`config.mk`:
```
export PLATFORM = sky130hd
export DESIGN_NAME = lru_key_value_cache
export DESIGN_NICKNAME = d
export VERILOG_FILES = /design/src/rtl/lkvc_pkg.sv /design/src/rtl/lru_key_value_cache.sv /design/src/rtl/lkvc_engine.sv
export SDC_FILE = /design/constraint.sdc
export NUM_CORES = 1
export LEC_CHECK = 0
export ABC_AREA = 1
export BUFFER_PORTS_ARGS = -buffer_cell sky130_fd_sc_hd__buf_2
export CAP_MARGIN = 20
export CORE_ASPECT_RATIO = 1.75
export CORE_MARGIN = 2
export CORE_UTILIZATION = 60
export DETAILED_ROUTE_END_ITERATION = 7
export PLACE_DENSITY = 0.77
export SYNTH_ARGS = -nofsm -noshare
export SYNTH_HDL_FRONTEND = slang
export SYNTH_SLANG_ARGS = --single-unit
```
`constraint.sdc`:
```
create_clock -name clk -period 15.2 [get_ports clk]
set_input_delay 3.8 -clock clk [delete_from_list [all_inputs] [get_ports clk]]
set_output_delay 3.8 -clock clk [all_outputs]
set_load 0.02 [all_outputs]
```
`src/rtl/lkvc_pkg.sv`:
```
// ----------------------------------------------------------------------------
// lkvc_pkg
// Shared widths, opcodes and transaction types for the LRU key-value cache.
// ----------------------------------------------------------------------------
package lkvc_pkg;

    localparam int DATA_W      = 32;
    localparam int CAP_W       = 5;
    localparam int ENTRIES_DEF = 16;
    localparam int CAP_RESET   = 16;

    localparam logic OP_GET = 1'b0;
    localparam logic OP_SET = 1'b1;

    typedef struct packed {
        logic                     op;
        logic signed [DATA_W-1:0] key;
        logic signed [DATA_W-1:0] value;
    } lkvc_req_t;

    typedef struct packed {
        logic                     hit;
        logic signed [DATA_W-1:0] read_value;
        logic                     evicted;
    } lkvc_res_t;

endpackage

```
`src/rtl/lru_key_value_cache.sv`:
```
// ----------------------------------------------------------------------------
// lru_key_value_cache
// Fully associative key-value cache with least-recently-used replacement.
// ----------------------------------------------------------------------------
// One transaction at a time. A get that misses skips the update pass;
// every other transaction makes two passes over the entry memories at one
// entry per cycle: a scan for the key, a free slot and the oldest entry, then a
// read-modify-write pass over the recency ranks. A finished result sits in
// an output register, so the next transaction is taken while it waits.
// The store is empty after reset; no clearing pass is needed. Write capacity
// only while no transaction is in flight; zero acts as one and values above
// ENTRIES saturate.
// ----------------------------------------------------------------------------
module lru_key_value_cache #(
    parameter int ENTRIES = lkvc_pkg::ENTRIES_DEF
) (
    input  logic                               clk,
    input  logic                               rst_n,
    input  logic                               cfg_valid,
    output logic                               cfg_ready,
    input  logic [lkvc_pkg::CAP_W-1:0]         capacity,
    input  logic                               in_valid,
    output logic                               in_ready,
    input  logic                               op,
    input  logic signed [lkvc_pkg::DATA_W-1:0] key,
    input  logic signed [lkvc_pkg::DATA_W-1:0] value,
    output logic                               out_valid,
    input  logic                               out_ready,
    output logic                               hit,
    output logic signed [lkvc_pkg::DATA_W-1:0] read_value,
    output logic                               evicted
);
    import lkvc_pkg::*;

    logic [CAP_W-1:0] capacity_reg;
    lkvc_req_t        req;
    lkvc_res_t        res;
    lkvc_res_t        out_reg;
    logic             out_valid_reg;
    logic             res_valid;
    logic             res_ready;

    assign cfg_ready = 1'b1;

    always_ff @(posedge clk or negedge rst_n)
    begin
        if (!rst_n)
        begin
            capacity_reg <= CAP_W'(CAP_RESET);
        end
        else if (cfg_valid)
        begin
            capacity_reg <= capacity;
        end
    end

    assign req.op    = op;
    assign req.key   = key;
    assign req.value = value;

    lkvc_engine #(
        .ENTRIES (ENTRIES)
    ) u_engine (
        .clk       (clk),
        .rst_n     (rst_n),
        .capacity  (capacity_reg),
        .req_valid (in_valid),
        .req_ready (in_ready),
        .req       (req),
        .res_valid (res_valid),
        .res_ready (res_ready),
        .res       (res)
    );

    // output stage: take a new result when empty or draining
    assign res_ready = !out_valid_reg || out_ready;

    always_ff @(posedge clk or negedge rst_n)
    begin
        if (!rst_n)
        begin
            out_valid_reg <= 1'b0;
        end
        else if (res_valid && res_ready)
        begin
            out_valid_reg <= 1'b1;
        end
        else if (out_ready)
        begin
            out_valid_reg <= 1'b0;
        end
    end

    always_ff @(posedge clk)
    begin
        if (res_valid && res_ready)
        begin
            out_reg <= res;
        end
    end

    assign out_valid  = out_valid_reg;
    assign hit        = out_reg.hit;
    assign read_value = out_reg.read_value;
    assign evicted    = out_reg.evicted;

`ifndef SYNTH
    a_busy_after_accept: assert property (@(posedge clk) disable iff (!rst_n)
        in_valid && in_ready |=> !in_ready)
        else $error("engine accepted back-to-back transactions");

    a_evict_is_set_miss: assert property (@(posedge clk) disable iff (!rst_n)
        out_valid && evicted |-> !hit && read_value == '0)
        else $error("eviction reported on a hit or with read data");

    a_no_result_without_work: assert property (@(posedge clk) disable iff (!rst_n)
        $rose(out_valid) |-> $past(!in_ready))
        else $error("result appeared without a transaction in flight");
`endif

endmodule

```
`src/rtl/lkvc_engine.sv`:
```
// ----------------------------------------------------------------------------
// lkvc_engine
// Lookup and recency engine: key/value and recency memories, a scan pass
// that finds the match, the first free slot and the oldest entry, and an
// update pass that rewrites the recency ranks.
// ----------------------------------------------------------------------------
module lkvc_engine #(
    parameter int ENTRIES = lkvc_pkg::ENTRIES_DEF
) (
    input  logic                          clk,
    input  logic                          rst_n,
    input  logic [lkvc_pkg::CAP_W-1:0]    capacity,
    input  logic                          req_valid,
    output logic                          req_ready,
    input  lkvc_pkg::lkvc_req_t           req,
    output logic                          res_valid,
    input  logic                          res_ready,
    output lkvc_pkg::lkvc_res_t           res
);
    import lkvc_pkg::*;

    localparam int IW   = $clog2(ENTRIES);
    localparam int CW   = IW + 1;
    localparam int RW   = IW;
    localparam int KVW  = 2 * DATA_W;
    localparam int CMPW = (CW > CAP_W) ? CW : CAP_W;

    localparam logic [2:0] ST_IDLE   = 3'd0;
    localparam logic [2:0] ST_SCAN   = 3'd1;
    localparam logic [2:0] ST_DECIDE = 3'd2;
    localparam logic [2:0] ST_UPD    = 3'd3;
    localparam logic [2:0] ST_DONE   = 3'd4;

    // memories
    logic [KVW-1:0] kv_mem  [ENTRIES];
    logic [RW-1:0]  rec_mem [ENTRIES];
    logic [KVW-1:0] kv_rd_reg;
    logic [RW-1:0]  rec_rd_reg;
    logic           kv_we;
    logic [IW-1:0]  kv_wa;
    logic           rec_we;
    logic [IW-1:0]  rec_wa;
    logic [RW-1:0]  rec_wd;
    logic [IW-1:0]  rd_addr;

    // control state
    logic [2:0]         state_reg, state_next;
    logic [CW-1:0]      cnt_reg, cnt_next;
    logic [ENTRIES-1:0] valid_reg, valid_next;
    logic [CW-1:0]      fill_reg, fill_next;
    logic               found_reg, found_next;
    logic               free_found_reg, free_found_next;
    logic               old_any_reg, old_any_next;
    logic               age_all_reg, age_all_next;

    // payload state
    lkvc_req_t          req_q_reg, req_q_next;
    lkvc_res_t          res_reg, res_next;
    logic [IW-1:0]      match_idx_reg, match_idx_next;
    logic [DATA_W-1:0]  hit_val_reg, hit_val_next;
    logic [RW-1:0]      hit_rec_reg, hit_rec_next;
    logic [IW-1:0]      free_idx_reg, free_idx_next;
    logic [IW-1:0]      old_idx_reg, old_idx_next;
    logic [RW-1:0]      old_rec_reg, old_rec_next;
    logic [IW-1:0]      tgt_reg, tgt_next;
    logic [RW-1:0]      lim_reg, lim_next;

    logic [CW-1:0]      cnt_m1;
    logic [IW-1:0]      chk_idx;
    logic               pass_last;
    logic [DATA_W-1:0]  rd_key;
    logic [DATA_W-1:0]  rd_val;
    logic [CMPW-1:0]    cap_ext;
    logic [CMPW-1:0]    eff_cap;
    logic               has_room;

    assign rd_addr   = cnt_reg[IW-1:0];
    assign cnt_m1    = cnt_reg - CW'(1);
    assign chk_idx   = cnt_m1[IW-1:0];
    assign pass_last = (cnt_reg == CW'(ENTRIES));
    assign rd_key    = kv_rd_reg[KVW-1:DATA_W];
    assign rd_val    = kv_rd_reg[DATA_W-1:0];
    assign kv_wa     = tgt_next;

    // capacity zero acts as one, above the store size saturates
    assign cap_ext  = CMPW'(capacity);
    assign eff_cap  = (cap_ext == '0) ? CMPW'(1)
                    : (cap_ext > CMPW'(ENTRIES)) ? CMPW'(ENTRIES) : cap_ext;
    assign has_room = (CMPW'(fill_reg) < eff_cap);

    assign req_ready = (state_reg == ST_IDLE);
    assign res_valid = (state_reg == ST_DONE);
    assign res       = res_reg;

    always_ff @(posedge clk)
    begin
        if (kv_we)
        begin
            kv_mem[kv_wa] <= {req_q_reg.key, req_q_reg.value};
        end
        kv_rd_reg <= kv_mem[rd_addr];
    end

    always_ff @(posedge clk)
    begin
        if (rec_we)
        begin
            rec_mem[rec_wa] <= rec_wd;
        end
        rec_rd_reg <= rec_mem[rd_addr];
    end

    always_comb
    begin
        state_next      = state_reg;
        cnt_next        = cnt_reg;
        valid_next      = valid_reg;
        fill_next       = fill_reg;
        found_next      = found_reg;
        free_found_next = free_found_reg;
        old_any_next    = old_any_reg;
        age_all_next    = age_all_reg;
        req_q_next      = req_q_reg;
        res_next        = res_reg;
        match_idx_next  = match_idx_reg;
        hit_val_next    = hit_val_reg;
        hit_rec_next    = hit_rec_reg;
        free_idx_next   = free_idx_reg;
        old_idx_next    = old_idx_reg;
        old_rec_next    = old_rec_reg;
        tgt_next        = tgt_reg;
        lim_next        = lim_reg;
        kv_we           = 1'b0;
        rec_we          = 1'b0;
        rec_wa          = chk_idx;
        rec_wd          = '0;

        case (state_reg)
            ST_IDLE:
            begin
                if (req_valid)
                begin
                    req_q_next      = req;
                    found_next      = 1'b0;
                    free_found_next = 1'b0;
                    old_any_next    = 1'b0;
                    cnt_next        = '0;
                    state_next      = ST_SCAN;
                end
            end

            ST_SCAN:
            begin
                // read data for entry cnt-1 is on the memory outputs
                if (cnt_reg != '0)
                begin
                    if (valid_reg[chk_idx] && !found_reg &&
                        rd_key == req_q_reg.key)
                    begin
                        found_next     = 1'b1;
                        match_idx_next = chk_idx;
                        hit_val_next   = rd_val;
                        hit_rec_next   = rec_rd_reg;
                    end
                    if (!valid_reg[chk_idx] && !free_found_reg)
                    begin
                        free_found_next = 1'b1;
                        free_idx_next   = chk_idx;
                    end
                    if (valid_reg[chk_idx] && (!old_any_reg || rec_rd_reg > old_rec_reg))
                    begin
                        old_any_next = 1'b1;
                        old_idx_next = chk_idx;
                        old_rec_next = rec_rd_reg;
                    end
                end
                cnt_next = cnt_reg + CW'(1);
                if (pass_last)
                begin
                    cnt_next   = '0;
                    state_next = ST_DECIDE;
                end
            end

            ST_DECIDE:
            begin
                res_next.hit        = found_reg;
                res_next.evicted    = 1'b0;
                res_next.read_value = '0;
                cnt_next            = '0;
                state_next          = ST_UPD;
                if (found_reg)
                begin
                    tgt_next     = match_idx_reg;
                    lim_next     = hit_rec_reg;
                    age_all_next = 1'b0;
                    if (req_q_reg.op == OP_GET)
                    begin
                        res_next.read_value = hit_val_reg;
                    end
                    else
                    begin
                        kv_we = 1'b1;
                    end
                end
                else if (req_q_reg.op == OP_GET)
                begin
                    // miss on get: nothing changes
                    res_next.read_value = '1;
                    state_next          = ST_DONE;
                end
                else
                begin
                    age_all_next = 1'b1;
                    lim_next     = '0;
                    kv_we        = 1'b1;
                    if (has_room)
                    begin
                        tgt_next  = free_idx_reg;
                        fill_next = fill_reg + CW'(1);
                    end
                    else
                    begin
                        tgt_next         = old_idx_reg;
                        res_next.evicted = 1'b1;
                    end
                    valid_next[tgt_next] = 1'b1;
                end
            end

            ST_UPD:
            begin
                // rewrite entry cnt-1 while entry cnt is being read
                if (cnt_reg != '0)
                begin
                    if (chk_idx == tgt_reg)
                    begin
                        rec_we = 1'b1;
                        rec_wd = '0;
                    end
                    else if (valid_reg[chk_idx] && (age_all_reg || rec_rd_reg < lim_reg))
                    begin
                        rec_we = 1'b1;
                        rec_wd = rec_rd_reg + RW'(1);
                    end
                end
                cnt_next = cnt_reg + CW'(1);
                if (pass_last)
                begin
                    cnt_next   = '0;
                    state_next = ST_DONE;
                end
            end

            ST_DONE:
            begin
                if (res_ready)
                begin
                    state_next = ST_IDLE;
                end
            end

            default:
            begin
                state_next = ST_IDLE;
            end
        endcase
    end

    always_ff @(posedge clk or negedge rst_n)
    begin
        if (!rst_n)
        begin
            state_reg      <= ST_IDLE;
            cnt_reg        <= '0;
            valid_reg      <= '0;
            fill_reg       <= '0;
            found_reg      <= 1'b0;
            free_found_reg <= 1'b0;
            old_any_reg    <= 1'b0;
            age_all_reg    <= 1'b0;
        end
        else
        begin
            state_reg      <= state_next;
            cnt_reg        <= cnt_next;
            valid_reg      <= valid_next;
            fill_reg       <= fill_next;
            found_reg      <= found_next;
            free_found_reg <= free_found_next;
            old_any_reg    <= old_any_next;
            age_all_reg    <= age_all_next;
        end
    end

    always_ff @(posedge clk)
    begin
        req_q_reg     <= req_q_next;
        res_reg       <= res_next;
        match_idx_reg <= match_idx_next;
        hit_val_reg   <= hit_val_next;
        hit_rec_reg   <= hit_rec_next;
        free_idx_reg  <= free_idx_next;
        old_idx_reg   <= old_idx_next;
        old_rec_reg   <= old_rec_next;
        tgt_reg       <= tgt_next;
        lim_reg       <= lim_next;
    end

endmodule

```
=== After elaboration in Yosys (flattened, before gate mapping) ===
Memory sizes are Yosys's and may differ from the RTL's. A register that Yosys moved wholly into a read port is not among the register bits.
Index checks and enable logic that the tools add are counted.

* Register bits: 232
* Memory bits (writable): 1088
* Memories kept: 2

{| class="wikitable"
|+ Memories
! memory !! words !! bits a word !! rd ports !! clocked after memory_dff !! wr ports !! line !! RTL
|-
| u_engine.kv_mem || 16 || 64 || 1 || 1 || 1 || lkvc_engine.sv:35 || <nowiki>logic [KVW-1:0] kv_mem [ENTRIES];</nowiki>
|-
| u_engine.rec_mem || 16 || 4 || 1 || 1 || 1 || lkvc_engine.sv:36 || <nowiki>logic [RW-1:0] rec_mem [ENTRIES];</nowiki>
|}

* Add/sub/neg operators: 4
* Magnitude comparators: 7
* Equal/unequal tests: 15
* Multiplexer cells: 57
* Bitwise operators: 3
* Reduce and logical (&&, ||, !) cells: 36

{| class="wikitable"
|+ Operators with widths
! operator !! number
|-
| two-way mux 32 bit || 3
|-
| two-way mux 4 bit || 13
|-
| equality test 32 bit || 1
|-
| two-way mux 1 bit || 24
|-
| two-way mux 5 bit || 4
|-
| AND reduction 4 bit || 5
|-
| two-way mux 3 bit || 6
|-
| OR 16 bit || 1
|-
| case mux 3 bit (5 select lines) || 1
|-
| case mux 5 bit (3 select lines) || 1
|-
| != test 2 x 1 -> 1 bit, second input constant || 7
|-
| AND reduction 3 bit || 4
|-
| adder 5 x 1 -> 5 bit, second input constant || 2
|-
| < comparator 4 x 5 -> 1 bit, second input constant || 2
|-
| logical AND 1 bit || 7
|-
| equality test 3 x 2 -> 1 bit, second input constant || 2
|-
| case mux 1 bit (2 select lines) || 3
|-
| AND reduction 2 bit || 3
|-
| nonzero test 2 bit || 3
|-
| equality test 5 bit, second input constant || 1
|-
| greater-than comparator 5 bit, second input constant || 1
|-
| logical NOT 1 bit || 5
|-
| logical NOT 5 bit || 1
|-
| < comparator 5 bit || 1
|-
| 17 further kinds || 21
|}

=== Depth between registers and ports, before layout ===
Gate-level depths: netlist (run 1).

* Word-level depth: 13
* Gate-level depth with buffers: 14

=== Hierarchy ===
From an unflattened synthesis (run 1), not the netlist that was laid out.

* Cell total of the unflattened synthesis: 3821
* Area, all modules: 52402.8 sq um

{| class="wikitable"
|+ Modules (own cells, without submodules)
! module !! times used !! cells each !! area an instance (sq um) !! sequential area each (sq um)
|-
| lkvc_engine || 1 || 3758 || 51121.5 || 39593.0
|-
| lru_key_value_cache || 1 || 63 || 1281.2 || 1172.4
|}

=== Worst setup path after synthesis (run 1) ===
OpenSTA, ideal clock, no wires.

* Path kind: input -> register
* Start point: input out_ready
* End point: register out_reg (netlist bit evicted) (enable)
* Data arrival time: 5289 ps
* Required time: 14775 ps
* Setup slack: 9486 ps
* Stages: 2
* Path through: nor2_1 > nor2_1

* Longest elaborated chain between the ends: 2

{| class="wikitable"
|+ RTL lines
! what !! line !! RTL
|-
| start: declaration || lru_key_value_cache.sv:28 || <nowiki>input logic out_ready,</nowiki>
|-
| logical OR 1 bit || lru_key_value_cache.sv:76 || <nowiki>assign res_ready = !out_valid_reg || out_ready;</nowiki>
|-
| logical AND 1 bit || lru_key_value_cache.sv:96 || <nowiki>if (res_valid && res_ready)</nowiki>
|-
| end signal: assignment || lru_key_value_cache.sv:98 || <nowiki>out_reg <= res;</nowiki>
|-
| end: declaration || lru_key_value_cache.sv:38 || <nowiki>lkvc_res_t out_reg;</nowiki>
|}

Every way passes these cells.
A chain may end at the register's enable or synchronous reset.

=== Worst setup path after layout (run 1) ===
* Start point: register u_engine.state_reg[2]
* End point: output in_ready

* Longest elaborated chain between the ends: 1

{| class="wikitable"
|+ RTL lines
! what !! line !! RTL
|-
| start: declaration || lkvc_engine.sv:47 || <nowiki>logic [2:0] state_reg, state_next;</nowiki>
|-
| start signal: assignment || lkvc_engine.sv:285 || <nowiki>state_reg <= state_next;</nowiki>
|-
| logical NOT 3 bit || lkvc_engine.sv:91 || <nowiki>assign req_ready = (state_reg == ST_IDLE);</nowiki>
|-
| end: declaration || lru_key_value_cache.sv:23 || <nowiki>output logic in_ready,</nowiki>
|}

Every way passes these cells.

==> flow_summary.yaml, run 1 <==
drt:
  drt_iter0_markers: 3482
  via_per_inst: 6.13
  detail_route.first_pass.iterations: 6
  num_vias: 31500
  wl_per_cell_um: 23.3
  drt_wl_total_mm: 120
  drc: 0
  ant_nets: 0
global_routing:
  grt-ovfl-total: 0
  grt_pass1_vias: 31200
  grt_max_degree: 260
  grt_usage_pct: 26.8
  antenna_found_initial: 0
  grt_pass1_wl_mm: 179
clocking:
  clk_pin_slew_ns: 0.07
  cts_made_buffers: 115
  max-clock-path-buffers: 3
  post_cts_buffers: 0
  cts_root_buffer: "clkbuf_16"
  tritoncts: "built"
  postCtsHoldBufs: 0
  clk_latency_ns: 0.74
  cts_resized: 0
  cts_htree_levels: 3
  cts_sinks: 1388
setup_path:
  arrival_ns: 1.81
  path_delay_family: "flip-flops"
  critPathKind: "reg -> out"
  worstSetupEndpointType: "primary output"
  critPathLaunchType: "flop"
  crit_path_cell_trace: "nor3_1, buf_2"
  cp.required_ns: 11.40
  cp_num_buf_inv: 1
  crit_path_max_fanout: 7
  cp_slowest_stage_delay_ns: 0.47
  critPathSlowestCell: "dfrtp_1"
power_and_ir_drop:
  leakage_nw: 19.3
  vdd_drop_max_mv: 0.166
  power_density_nw_per_um2: 181
sta:
  finalSetupTns_ns: 0
  period_share_pct: 36.9
  finalCriticalPeriod_ns: 5.61
  rsz0062_at_grt: "no"
  fmax_mhz: 178
  final_max_slew_viol_count: 0
  fin_ws_ns: 9.59
  finalSetupViolCount: 0
  max_slew_margin_pct: 20.1
  final_hold_viol_count: 0
  worst_clock_skew_ns: 0.0318
  worst_pin_slew_ns: 1.20
die:
  core_um2: 86600
  row_count: 143
  start_util_pct: 60.3
  dieArea_um2: 89500
  die_x_um: 227
  io_pins: 112
  die_y_um: 394
finish:
  instances_no_fill: 5132
  area_growth_pct: 11.2
  regArea_um2: 40800
  fillers: 5817
  diodes: 0
  finish.net_count: 3965
  largest_reg_flops: 1024
  drive_above_1_share_pct: 10.5
  multi_input_area_um2: 10300
logic_synthesis:
  yosysMostFrequentCell: "edfxtp_1"
  synthCells: 3811
  async_reset_ff_share_pct: 2.81
  synth_top_area_cell: "edfxtp_1"
  synth_edf_count: 1277
  synth_ff_type: "edfxtp_1"
  postSynthAreaPerCell_um2: 13.7
  synth_seq_cells: 1388
  netlist_area_um2: 52200
  seq_area_frac_synth_pct: 78.1
  synthTopCellsByCount: "edfxtp_1, nor2_1, o21ai_0"
  synth_top_area_share_pct: 73.4
  synth_cell_types: 49
  synth_nets: 3904
  ys_warn_count: 0
  yosys-top-cells-area: "edfxtp_1, o21ai_0, nor2_1"
placed_design:
  placed_cells: 4913
  portBuffers: 110
  gp_congestion: 0.824
  place.detailed.hpwl_mm: 61.2
  place_ws_ns: 9.84
job:
  cap_violations: 0
outcome:
  outcome: "finished, final reports clean"
worst_hold_path:
  min_path_type: "reg -> reg"
## kinds of logic (layout without fill, tap and decap cells)
logic type,count (synthesis),in the layout,synth area share (%)
mux,4,4,0.0863
flops,1388,1388,78.1
xor+xnor,15,15,0.266
other cells,1,1,0.00718
compound gates,919,919,9.76
simple gates,1149,1149,8.97
fa+ha+maj,18,18,0.431
buf+inv,317,478,2.40
## cell usage in the layout, fill, tap and decap left out, types with 24 or more instances in the layout
master and count:
nand3_1 31, dfxtp_1 72, clkinv_2 24, buf_2 110, dfrtp_1 36, o21a_1 32
edfxtp_1 1277, clkbuf_16 115, o21ai_0 574, o22ai_1 281, nand4_1 75, inv_1 86
nand2_1 395, nor2_1 589, buf_4 48
## through the flow
step	instance area (um2)	hold slack (ns)	util (%)	power [W]
floorplan	52200	0.386	-	0.00661
global placement	53900	0.387	62.3	0.00735
detailed placement	53900	0.389	62.3	0.00744
CTS	58000	0.405	67.0	0.0105
global route	58000	0.411	67.0	0.0109
finish	58000	0.404	67.0	0.0105
## final cells by class
| cell class | count | share of cell area, % |
|---|---|---|
| clock inverter | 71 | 1.54 |
| inverter | 97 | 0.673 |
| timing repair buffer | 164 | 1.79 |
| multi-input combinational | 2106 | 17.8 |
| tap | 1160 | 2.50 |
| clock buffer | 146 | 5.45 |
| sequential | 1388 | 70.2 |
## power by group
part	internal (W)	switching, W	leakage [nW]
Clock	0.00174	0.00135	1.97
Combinational	0.000713	0.00181	4.72
Sequential	0.00464	0.000244	12.6
Total	0.00710	0.00340	19.3
## layer usage
metal  routed length (um)  share of wire [%]  global-route usage, %  vias to the layer above
li1                     -                  -                      -                    14100
met1                42500                 36                   32.8                    15500
met2                62000                 52                   46.3                     1554
met3                 9240                7.7                   3.82                      353
met4                 5820                4.9                   13.9                        0
met5                    0                  0                      0                        -
## path summary, 6_finish.rpt
path / start / endpoint / slack [ns] / cells past startpoint
worst max-delay path: u_engine.state_reg[2]$_DFFE_PN0P_ / in_ready / 9.59 / 2
worst min-delay path: u_engine.kv_rd_reg[21]$_DFF_P_ / u_engine.hit_val_reg[21]$_DFFE_PP_ / 0.40 / 0
worst max register to register: u_engine.state_reg[2]$_DFFE_PN0P_ / u_engine.kv_mem[3][60]$_DFFE_PP_ / 10.92 / 11
worst min register to register: u_engine.kv_rd_reg[21]$_DFF_P_ / u_engine.hit_val_reg[21]$_DFFE_PP_ / 0.40 / 0
max in group asynchronous: rst_n / u_engine.cnt_reg[0]$_DFFE_PN0P_ / 11.39 / 1
min in group asynchronous: rst_n / u_engine.valid_reg[13]$_DFFE_PN0P_ / 3.19 / 1
Power figures use the tool's default switching activity.
==> run 2: changes to the inputs <==
clock period = 5.2 ns   (was 15.2 ns; I/O delays follow)
==> flow_summary.yaml, run 2 (same netlist as run 1, synthesis figures left out) <==
setup_path:
  critPathKind: "reg -> reg"
  worstSetupEndpointType: "flop"
  cp_slowest_stage_delay_ns: 0.69
  cpMostUsedCell: "nand3_1"
  critPathSlowestCell: "dfrtp_4"
  cp_num_buf_inv: 4
  critPathLaunchType: "flop"
  crit_path_max_fanout: 121
  crit_path_cell_trace: "inv_8, ha_1, inv_1, nand3_1, nand3_1, nand3_1, nand2_2, nand3_1, inv_2, buf_4"
  path_delay_family: "buffers and inverters"
  cp.required_ns: 5.63
  arrival_ns: 4.41
clocking:
  post_cts_buffers: 0
  cts_root_buffer: "clkbuf_16"
  max-clock-path-buffers: 3
  clk_pin_slew_ns: 0.07
  cts_htree_levels: 3
  cts_made_buffers: 115
  tritoncts: "built"
  postCtsHoldBufs: 0
  cts_resized: 0
  clk_latency_ns: 0.74
  cts_sinks: 1388
sta:
  final_hold_viol_count: 0
  finalSetupTns_ns: 0
  final_max_slew_viol_count: 0
  max_slew_margin_pct: 27.7
  rsz0062_at_grt: "no"
  hold_slack_ns: 0.407
  worst_clock_skew_ns: 0.0349
  fmax_mhz: 251
  worst_pin_slew_ns: 1.08
  period_share_pct: 76.5
  finalCriticalPeriod_ns: 3.98
  finalSetupViolCount: 0
die:
  dieArea_um2: 89500
  start_util_pct: 60.3
  row_count: 143
  die_x_um: 227
  core_um2: 86600
  die_y_um: 394
  io_pins: 112
finish:
  largest_reg_flops: 1024
  area_growth_pct: 11.6
  fillers: 5753
  postLayoutCoreUtil_pct: 67.3
  mostFrequentLayoutCell: "edfxtp_1"
  drive_above_1_share_pct: 10.8
  mostFrequentLayoutCells: "edfxtp_1, nor2_1, o21ai_0"
  finish.net_count: 3975
global_routing:
  grt_usage_pct: 27.6
  grt_pass1_wl_mm: 184
  antenna_found_initial: 1
  grt_max_degree: 233
  grt-ovfl-total: 0
  grt_pass1_vias: 31600
job:
  cap_violations: 0
placed_design:
  place.detailed.hpwl_mm: 62.2
  gp_congestion: 0.896
  portBuffers: 110
power_and_ir_drop:
  power_density_nw_per_um2: 533
  power_w: 0.0310
  leakage_nw: 19.4
  vdd_drop_max_mv: 0.399
drt:
  num_vias: 32000
  detail_route.first_pass.iterations: 6
  drc: 0
  wl_per_cell_um: 23.8
  ant_nets: 0
  drt_wl_total_mm: 122
  via_per_inst: 6.21
  drt_iter0_markers: 3815
worst_hold_path:
  min_path_type: "reg -> reg"
outcome:
  outcome: "finished, final reports clean"
run 2: changes by cell type in the layout (fill, tap and decap cells not counted), sizes merged:
cell / change
clkinvlp: +1
diode: +1
buf: +10
bufinv: +7
clkinv: -8
clkbuf: -4
inv: +6
run 2: final cells by class:
class                      count  area [um2]  share of cell area [%]
clock buffer                 142        3120                    5.35
antenna                        1        2.50                 0.00430
tap                         1160        1450                    2.49
multi-input combinational   2106       10300                    17.7
sequential                  1388       40800                    70.0
clock inverter                77        1050                    1.80
inverter                      97         390                   0.670
timing repair buffer         174        1130                    1.94
run 2: metal layers:
| layer | vias up | share of wire, % | track usage (%) |
|---|---|---|---|
| met2 | 1776 | 52 | 47.0 |
| met4 | 0 | 4.2 | 13.2 |
| met5 | - | 0 | 0 |
| met3 | 314 | 9.0 | 3.82 |
| li1 | 14100 | - | - |
| met1 | 15700 | 35 | 34.9 |
run 2: report_power, final:
| group | switching, W | internal [W] |
|---|---|---|
| clock network | 0.00399 | 0.00539 |
| logic | 0.00532 | 0.00209 |
| registers | 0.000680 | 0.0136 |
run 2: path summary, 6_finish.rpt:
path	slack, ns	start	to	cells after the start
max	1.22	u_engine.cnt_reg[0]$_DFFE_PN0P_	u_engine.hit_val_reg[27]$_DFFE_PP_	10
min in group asynchronous	0.69	rst_n	u_engine.state_reg[0]$_DFFE_PN0P_	1
max reg2reg	1.22	u_engine.cnt_reg[0]$_DFFE_PN0P_	u_engine.hit_val_reg[27]$_DFFE_PP_	10
min reg2reg	0.41	u_engine.kv_rd_reg[6]$_DFF_P_	u_engine.hit_val_reg[6]$_DFFE_PP_	0
min	0.41	u_engine.kv_rd_reg[6]$_DFF_P_	u_engine.hit_val_reg[6]$_DFFE_PP_	0
max in group asynchronous	3.86	rst_n	u_engine.cnt_reg[0]$_DFFE_PN0P_	1
run 2: through the flow:
step / area, um2 / cells / setup WS [ns]
6_report: 58300 / 5145 / 1.22
5_1_grt: 58300 / 5144 / 1.07
4_1_cts: 58300 / 5144 / 1.27
3_5_place_dp: 54100 / 4925 / 1.33
3_3_place_gp: 54100 / 4925 / 1.41
2_1_floorplan: 52200 / 3811 / -0.255
